**config.mk**
```make
export PLATFORM = sky130hd
export DESIGN_NAME = lcet_queue
export DESIGN_NICKNAME = d
export VERILOG_FILES = /design/src/rtl/lcet_pkg.sv /design/src/rtl/lcet_queue.sv
export SDC_FILE = /design/constraint.sdc
export NUM_CORES = 1
export LEC_CHECK = 0
export ABC_CLOCK_PERIOD_IN_PS = 9900
export CAP_MARGIN = 5
export CORE_MARGIN = 2
export CORE_UTILIZATION = 45
export CTS_CLUSTER_DIAMETER = 60
export DETAILED_ROUTE_END_ITERATION = 10
export DONT_BUFFER_PORTS = 1
export SLEW_MARGIN = 20
export SYNTH_ARGS = -nofsm -noshare
export SYNTH_HDL_FRONTEND = slang
export SYNTH_SLANG_ARGS = --single-unit
export TNS_END_PERCENT = 20
```
**constraint.sdc**
```tcl
create_clock -name clk -period 9.9 [get_ports clk]
set_input_delay 1.485 -clock clk [delete_from_list [all_inputs] [get_ports clk]]
set_output_delay 1.485 -clock clk [all_outputs]
set_load 0.05 [all_outputs]
```
**src/rtl/lcet_pkg.sv**
```systemverilog
// ----------------------------------------------------------------------------
// lcet_pkg: shared types and constants of the level-crossing edge timer
// Field widths, derived arithmetic widths, register indexes and the job
// record that travels from the classifier front end to the timing back end.
// ----------------------------------------------------------------------------
package lcet_pkg;

	// Field widths.
	localparam int TIME_BITS  = 48;
	localparam int VALUE_BITS = 32;

	// Configuration port data width: the widest register.
	localparam int CFG_BITS = (TIME_BITS > VALUE_BITS) ? TIME_BITS : VALUE_BITS;

	// Stream data widths, rounded up to whole bytes.
	localparam int S_TDATA_BITS = ((TIME_BITS + VALUE_BITS + 7) / 8) * 8;
	localparam int M_TDATA_BITS = ((TIME_BITS + 7) / 8) * 8;

	// The time difference is multiplied in two halves.
	localparam int HI_BITS       = TIME_BITS / 2;
	localparam int LO_BITS       = TIME_BITS - HI_BITS;
	localparam int LO_PROD_BITS  = VALUE_BITS + LO_BITS;
	localparam int HI_PROD_BITS  = VALUE_BITS + HI_BITS;
	localparam int PROD_BITS     = VALUE_BITS + TIME_BITS;

	// Radix-16 restoring divider: four quotient bits per cycle.
	localparam int DIV_STEP     = 4;
	localparam int DIV_CYCLES   = (TIME_BITS + DIV_STEP - 1) / DIV_STEP;
	localparam int QUO_BITS     = DIV_CYCLES * DIV_STEP;
	localparam int QUO_PAD      = QUO_BITS - TIME_BITS;
	localparam int DIV_CNT_BITS = (DIV_CYCLES > 1) ? $clog2(DIV_CYCLES) : 1;

	// Job queue between front and back; depth is a power of two.
	localparam int QUEUE_DEPTH = 2;
	localparam int QPTR_BITS   = $clog2(QUEUE_DEPTH);

	// Configuration register indexes.
	typedef enum logic [1:0] {
		REG_LEVEL     = 2'd0,
		REG_WIN_BEGIN = 2'd1,
		REG_WIN_END   = 2'd2,
		REG_GATE_MODE = 2'd3
	} cfg_reg_t;

	// Current configuration as seen by both halves.
	typedef struct packed {
		logic signed [VALUE_BITS-1:0] level;
		logic [TIME_BITS-1:0]         win_begin;
		logic [TIME_BITS-1:0]         win_end;
		logic                         gate_mode;
	} cfg_t;

	// One crossing to be timed.
	typedef struct packed {
		logic [TIME_BITS-1:0]  t0;
		logic [TIME_BITS-1:0]  t1;
		logic [TIME_BITS-1:0]  dt;
		logic [VALUE_BITS-1:0] num;
		logic [VALUE_BITS-1:0] den;
		logic                  rise;
		logic                  interp;
	} job_t;

	// Front end to queue.
	typedef struct packed {
		logic push;
		job_t job;
	} front_push_t;

	// Queue status toward both ends.
	typedef struct packed {
		logic full;
		logic empty;
	} queue_status_t;

endpackage

```
**src/rtl/lcet_queue.sv**
```systemverilog
// ----------------------------------------------------------------------------
// lcet_queue: crossing job queue
// Small first-in first-out buffer that decouples the classifier from the
// interpolating back end.
// ----------------------------------------------------------------------------
module lcet_queue
	import lcet_pkg::*;
(
	input  logic          clk,
	input  logic          arst_n,
	input  front_push_t   fpush,
	input  logic          pop,
	output queue_status_t qstat,
	output job_t          head
);

	job_t                 mem_q [QUEUE_DEPTH];
	logic [QPTR_BITS-1:0] wr_q;
	logic [QPTR_BITS-1:0] rd_q;
	logic [QPTR_BITS:0]   count_q;

	assign qstat.full  = (count_q == (QPTR_BITS+1)'(QUEUE_DEPTH));
	assign qstat.empty = (count_q == '0);
	assign head        = mem_q[rd_q];

	// Entry storage.
	always_ff @(posedge clk) begin
		if (fpush.push) begin
			mem_q[wr_q] <= fpush.job;
		end
	end

	// Pointers and fill count.
	always_ff @(posedge clk or negedge arst_n) begin
		if (!arst_n) begin
			wr_q    <= '0;
			rd_q    <= '0;
			count_q <= '0;
		end else begin
			if (fpush.push) begin
				wr_q <= wr_q + QPTR_BITS'(1);
			end
			if (pop) begin
				rd_q <= rd_q + QPTR_BITS'(1);
			end
			if (fpush.push && !pop) begin
				count_q <= count_q + (QPTR_BITS+1)'(1);
			end else if (pop && !fpush.push) begin
				count_q <= count_q - (QPTR_BITS+1)'(1);
			end
		end
	end

endmodule

```
==> results by stage <==
Status:
- The flow ran to the end, and the final reports show no timing, DRC or antenna violations.

CTS:
- After clock tree synthesis, the setup repair step added 0 buffers.
- The clock insertion delay at the later pin of the skew report is 0.53 ns.
- CTS built an H-tree with a depth of 2.
- The TritonCTS clock tree is yes.
- For this design, the sink count on the clock tree is 424.
- After clock tree synthesis, the clock-pin slew on the worst setup and hold paths is 0.06 ns.
- The number of hold buffers added after CTS was 0.
- The clock buffer count from CTS is 42.
- Counting along the longest clock path gives a buffer depth of 3.
- The number of instances resized during post-cts repair is 0.
- The clock root buffer is clkbuf_16.

Place:
- Detailed placement finished with a half-perimeter wire length of 20.4 mm.
- The number of port buffers is 0.
- The final estimated routing congestion in global placement is 0.854.

Power:
- VDD sags by at most 0.000176 V.
- The switching power share of the total is 40.8%.
- The sequential share of power is 40.4%.
- Overall power consumption after layout is estimated at 6250 µW.
- The internal power of the cells is 3700 µW.
- The analysis attributes to cell leakage a power of 0.00554 µW.
- In this run the power density over the cells is 366 nW/µm².
- In this run the power spent charging and discharging nets is 2550 µW.
- The proportion of power drawn by the clock network is 23.7%.
- Combinational cells account for 35.9% of the total power.

STA:
- Setup violations remaining at the end of the flow were counted as 0.
- Setup repair after global routing left no endpoint under its margin.
- The upper clock frequency limit is 210 MHz.
- The worst pin sits at a relative slew slack of 27.3%.
- The number of hold-slack violations in the final timing report is 0.
- The actual transition at the worst max-transition pin is 1.09 ns.
- Between clock sinks in the finished design, the worst skew comes to 0.0162 ns.
- The final count of pins violating max slew is 0.
- The post-route minimum period is 4.76 ns.
- Of the available clock period, the critical path in the final layout requires 48.1%.
- For the final routed database, the setup TNS stands at 0 ns.

Finish:
- Counting the fill cells in the layout gives 2603.
- The count of inserted antenna diode cells is 0.
- The post-route netlist has 38.1% of its cells at a drive strength greater than 1.
- For this run, the post-layout net count is 912.
- Relative to the synthesized area, the layout overhead comes to 11.0%.

Route:
- Summing over every cut layer, the via total after detailed routing is 6163.
- The total iterations of the first detailed-routing run is 6.
- The final routed DRC violation total is 0.
- The routed length per instance is 25.2 µm.
- The number of design-rule violations left by the first detailed-router iteration is 326.
- Using the TritonRoute via totals, the vias-per-cell ratio works out to 5.25.
- For this block, the routed nets add up to 29.6 mm of wire.
- Once detail routing completed, the nets flagged for antenna violations numbered 0.

Global route:
- The number of antenna violations at the first check in global routing is 0.
- Entering global routing, the biggest net connects 86 pins.
- The via count of the first global-routing pass is 6637.
- The wire length of the first global-routing pass is 42.1 mm.
- The leftover overflow at the end of global routing is 0.
- Across every metal layer, demand over resource in global routing totals 16.0%.

Synthesis:
- The synthesis-stage register bit count is 424.
- The sequential-to-total area share from yosys stat is 82.5%.
- The netlist area before placement is 15400 µm².
- The average instance in the mapped netlist occupies 23.0 µm².
- The net count after synthesis is 884.
- Synthesis instantiated 12 different standard cells from the library.
- Synthesis produced a netlist whose cell count is 669.
- For this run, the number of Yosys warnings is 0.

Floorplan:
- The die covers 35700 µm².
- The area inside the core boundary is 33600 µm².
- The floorplan step set the die height to 189 µm.
- The overall die width is 189 µm.
- After floorplanning, the core was divided into 67 placement rows.
- For this configuration, the core starts out at a cell density of 45.8%.
- 426 I/O pins were placed.

Worst setup path:
- The nature of the critical path startpoint is a flop.
- The category of the worst setup path capture point is a primary output.
- In this run the worst path has a maximum fanout of 85.
- The kind of critical path is flop to primary output.
- STA puts the critical path data required time at 8.42 ns.
- The worst path arrival time is 3.27 ns.

Run:
- Across the run, the number of max-cap violations was 0.

Hold path:
- The class of the most critical hold timing path is flop to flop.
## routing by layer
metal	GRT usage [%]	up-vias	part of all wire, %
met3	10.3	49	15
met2	26.8	330	50
li1	-	2734	-
met1	16.0	3050	33
met4	5.56	0	2.5
met5	0	-	0
## final timing paths
path	startpoint	endpoint	slack (ns)	cells past startpoint
min	count_q[1]$_DFFE_PN0P_	count_q[1]$_DFFE_PN0P_	0.50	1
max in group asynchronous	arst_n	rd_q$_DFFE_PN0P_	9.18	0
min in group asynchronous	arst_n	wr_q$_DFFE_PN0P_	0.64	0
min reg2reg	count_q[1]$_DFFE_PN0P_	count_q[1]$_DFFE_PN0P_	0.50	1
max	rd_q$_DFFE_PN0P_	head[115]	5.14	2
max reg2reg	wr_q$_DFFE_PN0P_	mem_q[0][32]$_DFFE_PP_	7.13	3
## layout by cell type (no fill, tap or decap)
cell | Yosys | layout
clkinv_2 | 0 | 7
clkbuf_1 | 0 | 5
nor2_1 | 2 | 2
buf_4 | 0 | 6
buf_6 | 21 | 1
edfxtp_1 | 420 | 420
xnor2_1 | 1 | 1
clkbuf_16 | 0 | 45
xor2_1 | 4 | 4
ha_1 | 1 | 1
inv_1 | 1 | 1
inv_6 | 0 | 1
nor2b_4 | 0 | 1
and2_4 | 0 | 1
clkinv_1 | 0 | 12
dfrtp_1 | 4 | 3
clkinvlp_4 | 0 | 2
bufinv_16 | 0 | 2
dfrtp_4 | 0 | 1
mux2_2 | 210 | 210
nor2b_1 | 2 | 1
## power groups by stage
stage	logic, µW	registers, µW	clock network, µW
detailed placement	2270	2570	0
global route	2310	2560	1600
finish	2250	2530	1480
CTS	2270	2530	1520
floorplan	2160	2540	0
global placement	2240	2550	0
## area by class of cell
cell class	count	area, µm²	share of cell area [%]
inverter	1	3.75	0.0219
tap	448	561	3.28
timing repair buffer	7	56.3	0.329
clock buffer	50	1140	6.69
multi-input combinational	221	2460	14.4
clock inverter	24	164	0.958
sequential	424	12700	74.4
## synth_stat cells
cell type    n  share of area, %
xnor2_1      1             0.057
buf_6       21               1.5
mux2_2     210                15
nor2_1       2             0.049
edfxtp_1   420                82
and2_1       1             0.041
nor2b_1      2             0.081
ha_1         1             0.081
dfrtp_1      4              0.65
xor2_1       4              0.23
buf_2        2             0.065
inv_1        1             0.024
## cell families after synthesis
family,share of synthesized area (%)
XOR/XNOR,0.284
adder cells (fa/ha/maj),0.0812
buffers and inverters,1.62
flip-flops,82.5
multiplexers,15.3
AND/OR/NAND/NOR,0.171
## worst max-delay path: stages (launching register included)
cell and delay, ns:
dfrtp_4 1.04, buf_4 0.88, mux2_2 0.56
## flip-flops by register name (all words and copies together) (netlist names)
| signal | cells |
|---|---|
| wr_q | 1 |
| count_q | 2 |
| rd_q | 1 |
| mem_q | 420 |
## per-stage QoR
step	hold WS (ns)	worst slack [ns]	cell area [µm²]	util [%]	cells
floorplan	0.456	2.51	15400	-	669
global placement	0.474	5.85	15800	47.0	1101
detailed placement	0.479	5.71	15800	47.0	1101
CTS	0.491	5.12	17100	50.9	1175
global route	0.531	4.96	17100	50.9	1175
finish	0.497	5.14	17100	50.9	1175
(Power assumes the default switching activity.)
