File: config.mk
export PLATFORM = sky130hd
export DESIGN_NAME = lcet_front
export DESIGN_NICKNAME = d
export VERILOG_FILES = /design/src/rtl/lcet_pkg.sv /design/src/rtl/lcet_front.sv
export SDC_FILE = /design/constraint.sdc
export NUM_CORES = 1
export LEC_CHECK = 0
export ABC_AREA = 1
export BUFFER_PORTS_ARGS = -buffer_cell sky130_fd_sc_hd__clkbuf_2
export CORE_MARGIN = 2
export CORE_UTILIZATION = 55
export CTS_CLUSTER_DIAMETER = 80
export DETAILED_ROUTE_END_ITERATION = 8
export HOLD_SLACK_MARGIN = 0.03
export PLACE_DENSITY = 0.77
export REMOVE_ABC_BUFFERS = 1
export SETUP_SLACK_MARGIN = 0.02
export SLEW_MARGIN = 20
export SYNTH_ARGS = -nofsm -noshare
export SYNTH_HDL_FRONTEND = slang
export SYNTH_SLANG_ARGS = --single-unit
File: constraint.sdc
create_clock -name clk -period 3.5 [get_ports clk]
set_input_delay 0.35 -clock clk [delete_from_list [all_inputs] [get_ports clk]]
set_output_delay 0.35 -clock clk [all_outputs]
set_load 0.05 [all_outputs]
File: src/rtl/lcet_pkg.sv
// ----------------------------------------------------------------------------
// lcet_pkg: shared types and constants of the level-crossing edge timer
// Field widths, derived arithmetic widths, register indexes and the job
// record that travels from the classifier front end to the timing back end.
// ----------------------------------------------------------------------------
package lcet_pkg;

	// Field widths.
	localparam int TIME_BITS  = 48;
	localparam int VALUE_BITS = 32;

	// Configuration port data width: the widest register.
	localparam int CFG_BITS = (TIME_BITS > VALUE_BITS) ? TIME_BITS : VALUE_BITS;

	// Stream data widths, rounded up to whole bytes.
	localparam int S_TDATA_BITS = ((TIME_BITS + VALUE_BITS + 7) / 8) * 8;
	localparam int M_TDATA_BITS = ((TIME_BITS + 7) / 8) * 8;

	// The time difference is multiplied in two halves.
	localparam int HI_BITS       = TIME_BITS / 2;
	localparam int LO_BITS       = TIME_BITS - HI_BITS;
	localparam int LO_PROD_BITS  = VALUE_BITS + LO_BITS;
	localparam int HI_PROD_BITS  = VALUE_BITS + HI_BITS;
	localparam int PROD_BITS     = VALUE_BITS + TIME_BITS;

	// Radix-16 restoring divider: four quotient bits per cycle.
	localparam int DIV_STEP     = 4;
	localparam int DIV_CYCLES   = (TIME_BITS + DIV_STEP - 1) / DIV_STEP;
	localparam int QUO_BITS     = DIV_CYCLES * DIV_STEP;
	localparam int QUO_PAD      = QUO_BITS - TIME_BITS;
	localparam int DIV_CNT_BITS = (DIV_CYCLES > 1) ? $clog2(DIV_CYCLES) : 1;

	// Job queue between front and back; depth is a power of two.
	localparam int QUEUE_DEPTH = 2;
	localparam int QPTR_BITS   = $clog2(QUEUE_DEPTH);

	// Configuration register indexes.
	typedef enum logic [1:0] {
		REG_LEVEL     = 2'd0,
		REG_WIN_BEGIN = 2'd1,
		REG_WIN_END   = 2'd2,
		REG_GATE_MODE = 2'd3
	} cfg_reg_t;

	// Current configuration as seen by both halves.
	typedef struct packed {
		logic signed [VALUE_BITS-1:0] level;
		logic [TIME_BITS-1:0]         win_begin;
		logic [TIME_BITS-1:0]         win_end;
		logic                         gate_mode;
	} cfg_t;

	// One crossing to be timed.
	typedef struct packed {
		logic [TIME_BITS-1:0]  t0;
		logic [TIME_BITS-1:0]  t1;
		logic [TIME_BITS-1:0]  dt;
		logic [VALUE_BITS-1:0] num;
		logic [VALUE_BITS-1:0] den;
		logic                  rise;
		logic                  interp;
	} job_t;

	// Front end to queue.
	typedef struct packed {
		logic push;
		job_t job;
	} front_push_t;

	// Queue status toward both ends.
	typedef struct packed {
		logic full;
		logic empty;
	} queue_status_t;

endpackage

File: src/rtl/lcet_front.sv
// ----------------------------------------------------------------------------
// lcet_front: sample classifier
// Keeps the previous sample, detects rising and falling level crossings inside
// the time window and hands each crossing to the job queue.
// ----------------------------------------------------------------------------
module lcet_front
	import lcet_pkg::*;
(
	input  logic                    clk,
	input  logic                    arst_n,
	input  cfg_t                    cfg,
	input  queue_status_t           qstat,
	input  logic                    s_tvalid,
	output logic                    s_tready,
	input  logic [S_TDATA_BITS-1:0] s_tdata,  // sample_time, sample_value
	input  logic                    s_tuser,  // first
	output front_push_t             fpush
);

	logic [TIME_BITS-1:0]         prev_time_q;
	logic signed [VALUE_BITS-1:0] prev_value_q;
	logic                         have_prev_q;

	logic [TIME_BITS-1:0]         t1;
	logic signed [VALUE_BITS-1:0] v1;
	logic                         accept;
	logic                         had;
	logic                         win_ok;
	logic                         rise;
	logic                         fall;
	logic signed [VALUE_BITS:0]   d_lv;
	logic signed [VALUE_BITS:0]   d_vl;
	logic signed [VALUE_BITS:0]   d_10;
	logic signed [VALUE_BITS:0]   d_01;

	// Items are taken whenever the queue has room for a possible crossing.
	assign s_tready = !qstat.full;
	assign accept   = s_tvalid && s_tready;

	// Classify the incoming sample against the stored one.
	always_comb begin
		t1     = s_tdata[TIME_BITS-1:0];
		v1     = signed'(s_tdata[TIME_BITS +: VALUE_BITS]);
		had    = have_prev_q && !s_tuser;
		win_ok = (cfg.win_begin <= cfg.win_end) && (t1 >= cfg.win_begin)
			&& (t1 <= cfg.win_end);
		rise   = (prev_value_q < cfg.level) && (v1 >= cfg.level);
		fall   = (prev_value_q >= cfg.level) && (v1 < cfg.level);
		d_lv   = {cfg.level[VALUE_BITS-1], cfg.level} - {prev_value_q[VALUE_BITS-1], prev_value_q};
		d_vl   = {prev_value_q[VALUE_BITS-1], prev_value_q} - {cfg.level[VALUE_BITS-1], cfg.level};
		d_10   = {v1[VALUE_BITS-1], v1} - {prev_value_q[VALUE_BITS-1], prev_value_q};
		d_01   = {prev_value_q[VALUE_BITS-1], prev_value_q} - {v1[VALUE_BITS-1], v1};

		fpush.push       = accept && had && win_ok && (rise || fall);
		fpush.job.t0     = prev_time_q;
		fpush.job.t1     = t1;
		fpush.job.dt     = t1 - prev_time_q;
		fpush.job.num    = rise ? d_lv[VALUE_BITS-1:0] : d_vl[VALUE_BITS-1:0];
		fpush.job.den    = rise ? d_10[VALUE_BITS-1:0] : d_01[VALUE_BITS-1:0];
		fpush.job.rise   = rise;
		// Time going backwards reports the current sample time.
		fpush.job.interp = !cfg.gate_mode && (t1 >= prev_time_q);
	end

	// Every accepted sample becomes the predecessor of the next one.
	always_ff @(posedge clk or negedge arst_n) begin
		if (!arst_n) begin
			prev_time_q  <= '0;
			prev_value_q <= '0;
			have_prev_q  <= 1'b0;
		end else if (accept) begin
			prev_time_q  <= t1;
			prev_value_q <= v1;
			have_prev_q  <= 1'b1;
		end
	end

endmodule

==> impl_results.md, run 1 <==
- Status: complete, no violations
- Achievable Freq: 0.292 GHz
- LEAKAGE: 12.8 nW
- Slew @ Worst Pin: 0.952 ns
- Iter 0 DRT Violations: 1,601
- Hold Crit Class: in2async
- Total number of vias: 22,892
- Placer Congestion: 1.02
- Synthesis-to-layout area growth: 20.4%
- Pin count of the biggest net entering global routing: 105
- DR pass1 iterations: 7
- # IOs: 427
- Number of vias per cell: 5.72
- Reg-to-Reg Start: prev_value_q[29]
- IO Port Bufs: 425
- Hold_ws: 0.0913 ns
- Fraction of the cycle the final worst path needs: 0.979
- Die area: 36,400 sq um
- Largest stage delay, worst path: 0.47 ns
- Final hold vios: 0
- Synthesized netlist cell count: 3,160
- Antenna Violating Nets Remaining: 0
- Total routed wirelength: 74,200 um
- Maximum VDD drop: 505 uV
- Antenna violations before repair: 0
- Post-synthesis sequential area ratio: 0.106
- Core ar.: 34,500 sq um
- Placed Area: 22,400 sq um
- Final Util: 0.670
- Die X: 191 um
- DRC Markers: 0
- Die height: 191 um
- Pwr dens: 503 nW/um^2
- CP Capture Point: fpush[108]
- Synthesized area: 19,200 sq um
- Startpoint Class: flop
- Cts hold-fix bufs: 0
- Library cells used by synthesis: 48
- Fin cells: 4,002
- Share of layout cells above drive strength 1: 0.173
- Pins over their slew limit: 0
- Clock power frac: 0.097
- Clk Latency, worst-skew pair: 0.37 ns
- Critical Path RT: 3.15 ns
- Switching share of power: 0.584
- Crit path kind: reg2out
- Final #Nets: 4,111
- All-Layer GR Usage: 0.397
- Rows: 68
- Register share of total power: 0.100
- CTS Buf Count: 9
- Initial core utilization: 0.556
- # setup viols final: 0
- Reg2Reg Depth: 3
- Vias in the first global route: 22,415
- H-tree depth: 3
- Worst Setup End Kind: output port
- Int Power: 4.82 mW
- Ys flop type: dfrtp_1
- Avg WL per Cell: 18.5 um
- Post-DP HPWL: 63,800 um
- Max Cap Violations: 0
- Setup TNS: 0 ns
- Setup crit start: prev_time_q[30]
- Clock sinks: 81
- Worst reg2reg setup slack: 2.63 ns
- Inst Count DP: 3,979
- Power share of the combinational group: 0.803
- P_sw: 6.79 mW
- Clock buffer depth: 2
- Worst slew margin: 0.365
- Critical path arrival: 3.08 ns
- Fin area: 23,100 sq um
- Reg clk slew, reported paths: 0.07 ns
- RSZ-0062 raised after global routing: true
- Max Clock Skew: 0 ns
- #FFs+latches synth: 81
- CP max stage cell: dfrtp_1
- Fin crit period: 3.43 ns
- N_diodes: 0
- RR Endpoint: prev_value_q[29]
- Crit-path most repeated cell: inv_1
- Cell Chain, Critical Path: inv_1 -> ha_1 -> nand2_1 -> nor2_1 -> inv_1 -> nor2_1 -> inv_1 -> nor4_4 -> nand3_1 -> nand3_1 -> xor2_1 -> clkbuf_2
- Number of synthesized flops with an enable pin: 0
- First-pass GRT wire length: 113,000 um
- Syn Area/Cell: 6.07 sq um
- Max FO, Critical Path: 4
- Asr flop ratio synth: 1.00
- CTS tree: built
- GRT Residual Overflow: 0
- YS warnings: 0
- Clock root cell: clkbuf_16
==> cell type report <==
| type | count | area, sq um |
|---|---|---|
| Fill cell | 3166 | 11400 |
| Inverter | 464 | 1740 |
| Tap cell | 455 | 569 |
| Multi-Input combinational cell | 2489 | 14900 |
| Sequential cell | 81 | 2030 |
| Clock inverter | 5 | 85.1 |
| Timing Repair Buffer | 497 | 3500 |
| Clock buffer | 11 | 253 |
==> worst min path at each step <==
stage	end	slack, ns	cells past startpoint
after floorplan	have_prev_q	0.05	0
after global placement	have_prev_q	0.44	2
after detailed placement	have_prev_q	0.46	2
after CTS	prev_time_q[31]	0.11	1
after global routing	prev_value_q[27]	0.17	1
final	prev_value_q[26]	0.09	1
==> routing by layer <==
layer	vias to the layer above	share of wire	track usage	wire, um
li1	10981	-	-	-
met1	10454	0.38	0.432	27900
met2	1134	0.48	0.702	35300
met3	323	0.069	0.0624	5110
met4	0	0.078	0.286	5800
met5	-	0	0	0
==> kinds of logic (layout without fill, tap and decap cells) <==
family | after synthesis | after routing | share of synthesized area
XOR/XNOR | 142 | 142 | 0.0649
flip-flops | 81 | 81 | 0.106
AO/OA/AOI/OAI | 660 | 660 | 0.185
multiplexers | 1 | 1 | 0.000587
adder cells (fa/ha/maj) | 354 | 354 | 0.233
buffers and inverters | 592 | 977 | 0.130
AND/OR/NAND/NOR | 1330 | 1332 | 0.280
==> power groups by stage <==
stage               sequential (mW)  clock (mW)  combinational [mW]
global route                   1.18        1.16                9.87
finish                         1.16        1.12                9.32
global placement               1.17           0                8.79
floorplan                      1.39           0                5.29
detailed placement             1.18           0                8.89
CTS                            1.16        1.12                9.04
==> what timing repair did <==
action                                  CTS  global route
endpoints found under the setup margin   66            70
cloned                                    2             2
buffers inserted                          1             2
gates resized for setup                  36            98
pin swaps                                 1             5
endpoints found under the hold margin     0             0
==> cells in the mapped netlist (all sizes together), types with 15 or more instances <==
| cell type | count | share of area |
|---|---|---|
| o21a | 24 | 0.0094 |
| inv | 463 | 0.091 |
| o21ai | 211 | 0.055 |
| nand2 | 798 | 0.16 |
| dfrtp | 81 | 0.11 |
| o211ai | 15 | 0.0059 |
| nor3 | 33 | 0.0086 |
| nor2 | 338 | 0.067 |
| o21bai | 19 | 0.0074 |
| clkbuf | 51 | 0.011 |
| xor2 | 104 | 0.048 |
| xnor2 | 38 | 0.017 |
| ha | 349 | 0.23 |
| nand3 | 108 | 0.028 |
| buf | 77 | 0.029 |
| nand4 | 31 | 0.010 |
| a21oi | 349 | 0.091 |
| a21o | 21 | 0.0082 |
==> state kept, by name, summed over array words and instances, names as in the netlist <==
name and cells:
prev_value_q 32, prev_time_q 48, have_prev_q 1
==> worst max-delay path: cells and delay by family (launching register included) <==
family,cells,cell delay (ns)
xor gates and xnor gates,1,0.22
buffers and inverters,4,0.64
adders and majority gates,1,0.41
DFF,1,0.47
and+or+nand+nor,6,0.97
==> through the flow <==
step / worst slack [ns] / power [mW]
floorplan: -0.583 / 6.68
global placement: 0.177 / 9.96
detailed placement: 0.149 / 10.1
CTS: 0.0212 / 11.3
global route: -0.00902 / 12.2
finish: 0.0745 / 11.6
==> layout by cell type (no fill, tap or decap), drive strengths merged, types with 5 or more instances in the layout <==
cell type and n:
o21ai 211, nor3 33, a21oi 349, fa 5, nand2 800, xor2 104, nor4 5, ha 349
nand4 31, nor2 338, dfrtp 81, a21boi 7, buf 127, a31oi 10, o211ai 15, inv 464
clkbuf 381, or2 7, xnor2 38, o21bai 19, o21a 24, a21o 21, nand3 108
(Power assumes the default switching activity.)
==> inputs of run 2 (changes only) <==
- REMOVE_ABC_BUFFERS: 1 -> default
==> run 2 against run 1 <==
  * Cell count is 0.25% higher
  * Fmax hardly changed
  * Power is 0.18% higher
==> impl_results.md, run 2 (same netlist as run 1, synthesis figures left out) <==
- Total routed wirelength: 76,600 um
- IO Port Bufs: 425
- Register with the most flip-flops: prev_time_q
- Achievable Freq: 0.292 GHz
- Place WS: 0.182 ns
- Cell Chain, Critical Path: ha_1 -> buf_4 -> nand2_1 -> nor2_1 -> inv_1 -> nor3_2 -> o21ai_0 -> nand2_1 -> xor2_1 -> nand3_1 -> nand2_1 -> clkbuf_4
- Cts hold-fix bufs: 0
- Clock buffer depth: 2
- Clk Latency, worst-skew pair: 0.37 ns
- Slew @ Worst Pin: 0.974 ns
- Avg WL per Cell: 19.1 um
- Worst reg2reg setup slack: 2.65 ns
- DR pass1 iterations: 6
- Fin crit period: 3.42 ns
- CP Buf/Inv Count: 3
- Worst Setup End Kind: output port
- Critical path arrival: 3.07 ns
- Maximum VDD drop: 485 uV
- DRC Markers: 0
- Reg-to-Reg Start: prev_value_q[0]
- Crit path max-delay family: simple AND/OR/NAND/NOR gates
- Commonest non-fill, non-tap cell in the layout: nand2_1
- Core ar.: 34,500 sq um
- Critical Path RT: 3.15 ns
- Crit path kind: reg2out
- Hold Crit Class: in2async
- Number of vias per cell: 5.71
- Die area: 36,400 sq um
- Largest stage delay, worst path: 0.43 ns
- Vias in the first global route: 22,595
- Crit-path most repeated cell: nand2_1
- Antenna violations before repair: 1
- Most frequent cells in the layout: nand2_1 (780), inv_1 (455), clkbuf_2 (356), a21oi_1 (341), ha_1 (327)
- Area of the multi-input gates: 15,000 sq um
- Final hold vios: 0
- Final WS setup: 0.0752 ns
- Placer Congestion: 1.07
- Initial core utilization: 0.556
- Post-DP HPWL: 66,100 um
- Storage element area: 2030 sq um
- Power share of the combinational group: 0.809
- Total number of vias: 22,919
- Startpoint Class: flop
- Fraction of the cycle the final worst path needs: 0.979
- Pin count of the biggest net entering global routing: 79
- RR Endpoint: prev_value_q[0]
- Reg clk slew, reported paths: 0.07 ns
- Syn_nets: 3,729
- Switching share of power: 0.593
- Die height: 191 um
- Max Cap Violations: 0
- H-tree depth: 3
- P_sw: 6.89 mW
- # IOs: 427
- Status: complete, no violations
- RSZ-0062 raised after global routing: true
- Synthesis-to-layout area growth: 21.0%
- CTS tree: built
- Clock root cell: clkbuf_16
- Die X: 191 um
- CP max stage cell: dfrtp_1
- Pwr dens: 502 nW/um^2
- Share of layout cells above drive strength 1: 0.175
- LEAKAGE: 12.8 nW
- Clock sinks: 81
- CTS Buf Count: 9
- Iter 0 DRT Violations: 1,956
- Int Power: 4.74 mW
- Worst slew margin: 0.351
- Max reg flops: 48
- GRT Residual Overflow: 0
- Final #Nets: 4,120
- Max Clock Skew: 0 ns
- Reg2Reg Depth: 3
- # setup viols final: 0
- All-Layer GR Usage: 0.410
- First-pass GRT wire length: 117,000 um
- Biggest regs: prev_time_q (48), prev_value_q (32), have_prev_q (1)
- Rows: 68
- Antenna Violating Nets Remaining: 0
- Max FO, Critical Path: 4
- Filler cells: 3,171
- Clock power frac: 0.091
- Register share of total power: 0.100
- Pins over their slew limit: 0
- Hold_ws: 0.137 ns
[run 2: cell types whose count changed in the layout (fill, tap and decap cells not counted), moves of 6 or more]
| cell | before | now |
|---|---|---|
| buf_4 | 68 | 81 |
| o21ai_1 | 22 | 31 |
| nor2_2 | 7 | 16 |
| ha_4 | 1 | 7 |
| nor2_1 | 328 | 318 |
| ha_2 | 23 | 15 |
| o21ai_0 | 177 | 171 |
[run 2: worst max-delay path by stage]
stage,start,endpoint,slack [ns],depth (start not counted)
floorplan,prev_value_q[0],fpush[35],-0.12,15
finish,prev_value_q[25],fpush[61],0.08,12
global route,prev_value_q[5],fpush[24],-0.06,13
global placement,s_tdata[4],fpush[91],0.16,11
CTS,prev_value_q[0],fpush[20],0.005,17
detailed placement,s_tdata[4],fpush[91],0.18,11
[run 2: power by group through the flow]
| stage | Clock [mW] | Sequential, mW | Combinational [mW] |
|---|---|---|---|
| floorplan | 0 | 1.39 | 5.53 |
| global placement | 0 | 1.17 | 8.90 |
| detailed placement | 0 | 1.17 | 8.99 |
| CTS | 1.06 | 1.16 | 9.08 |
| global route | 1.09 | 1.18 | 9.97 |
| finish | 1.05 | 1.17 | 9.41 |
[run 2: stage by stage]
stage	cell area (sq um)	utilization	power [mW]	cells	setup TNS, ns
floorplan	19200	-	6.93	3160	-0.976
global placement	22400	0.651	10.1	3984	0
detailed placement	22400	0.651	10.2	3984	0
CTS	22800	0.661	11.3	4001	0
global route	23200	0.673	12.2	4012	-0.0595
finish	23200	0.673	11.6	4012	0
[run 2: layer usage]
metal / vias to the layer above / part of all wire / GRT usage
li1: 11013 / - / -
met5: - / 0 / 0
met3: 283 / 0.082 / 0.0679
met2: 1172 / 0.46 / 0.700
met4: 0 / 0.068 / 0.243
met1: 10451 / 0.39 / 0.483
[run 2: area by class of cell]
cell class / instances / share of cell area
antenna: 1 / 0.000108
clock buffer: 9 / 0.00971
clock inverter: 7 / 0.00362
inverter: 464 / 0.0753
multi-input combinational: 2489 / 0.645
sequential: 81 / 0.0874
tap: 455 / 0.0246
timing repair buffer: 506 / 0.154
[run 2: what timing repair did]
item                                    4_1_cts  5_1_grt
buffers inserted                              0        8
resized for setup                            17      119
pin swaps                                     1        3
endpoints found under the setup margin       58       70
gates cloned                                  1        2
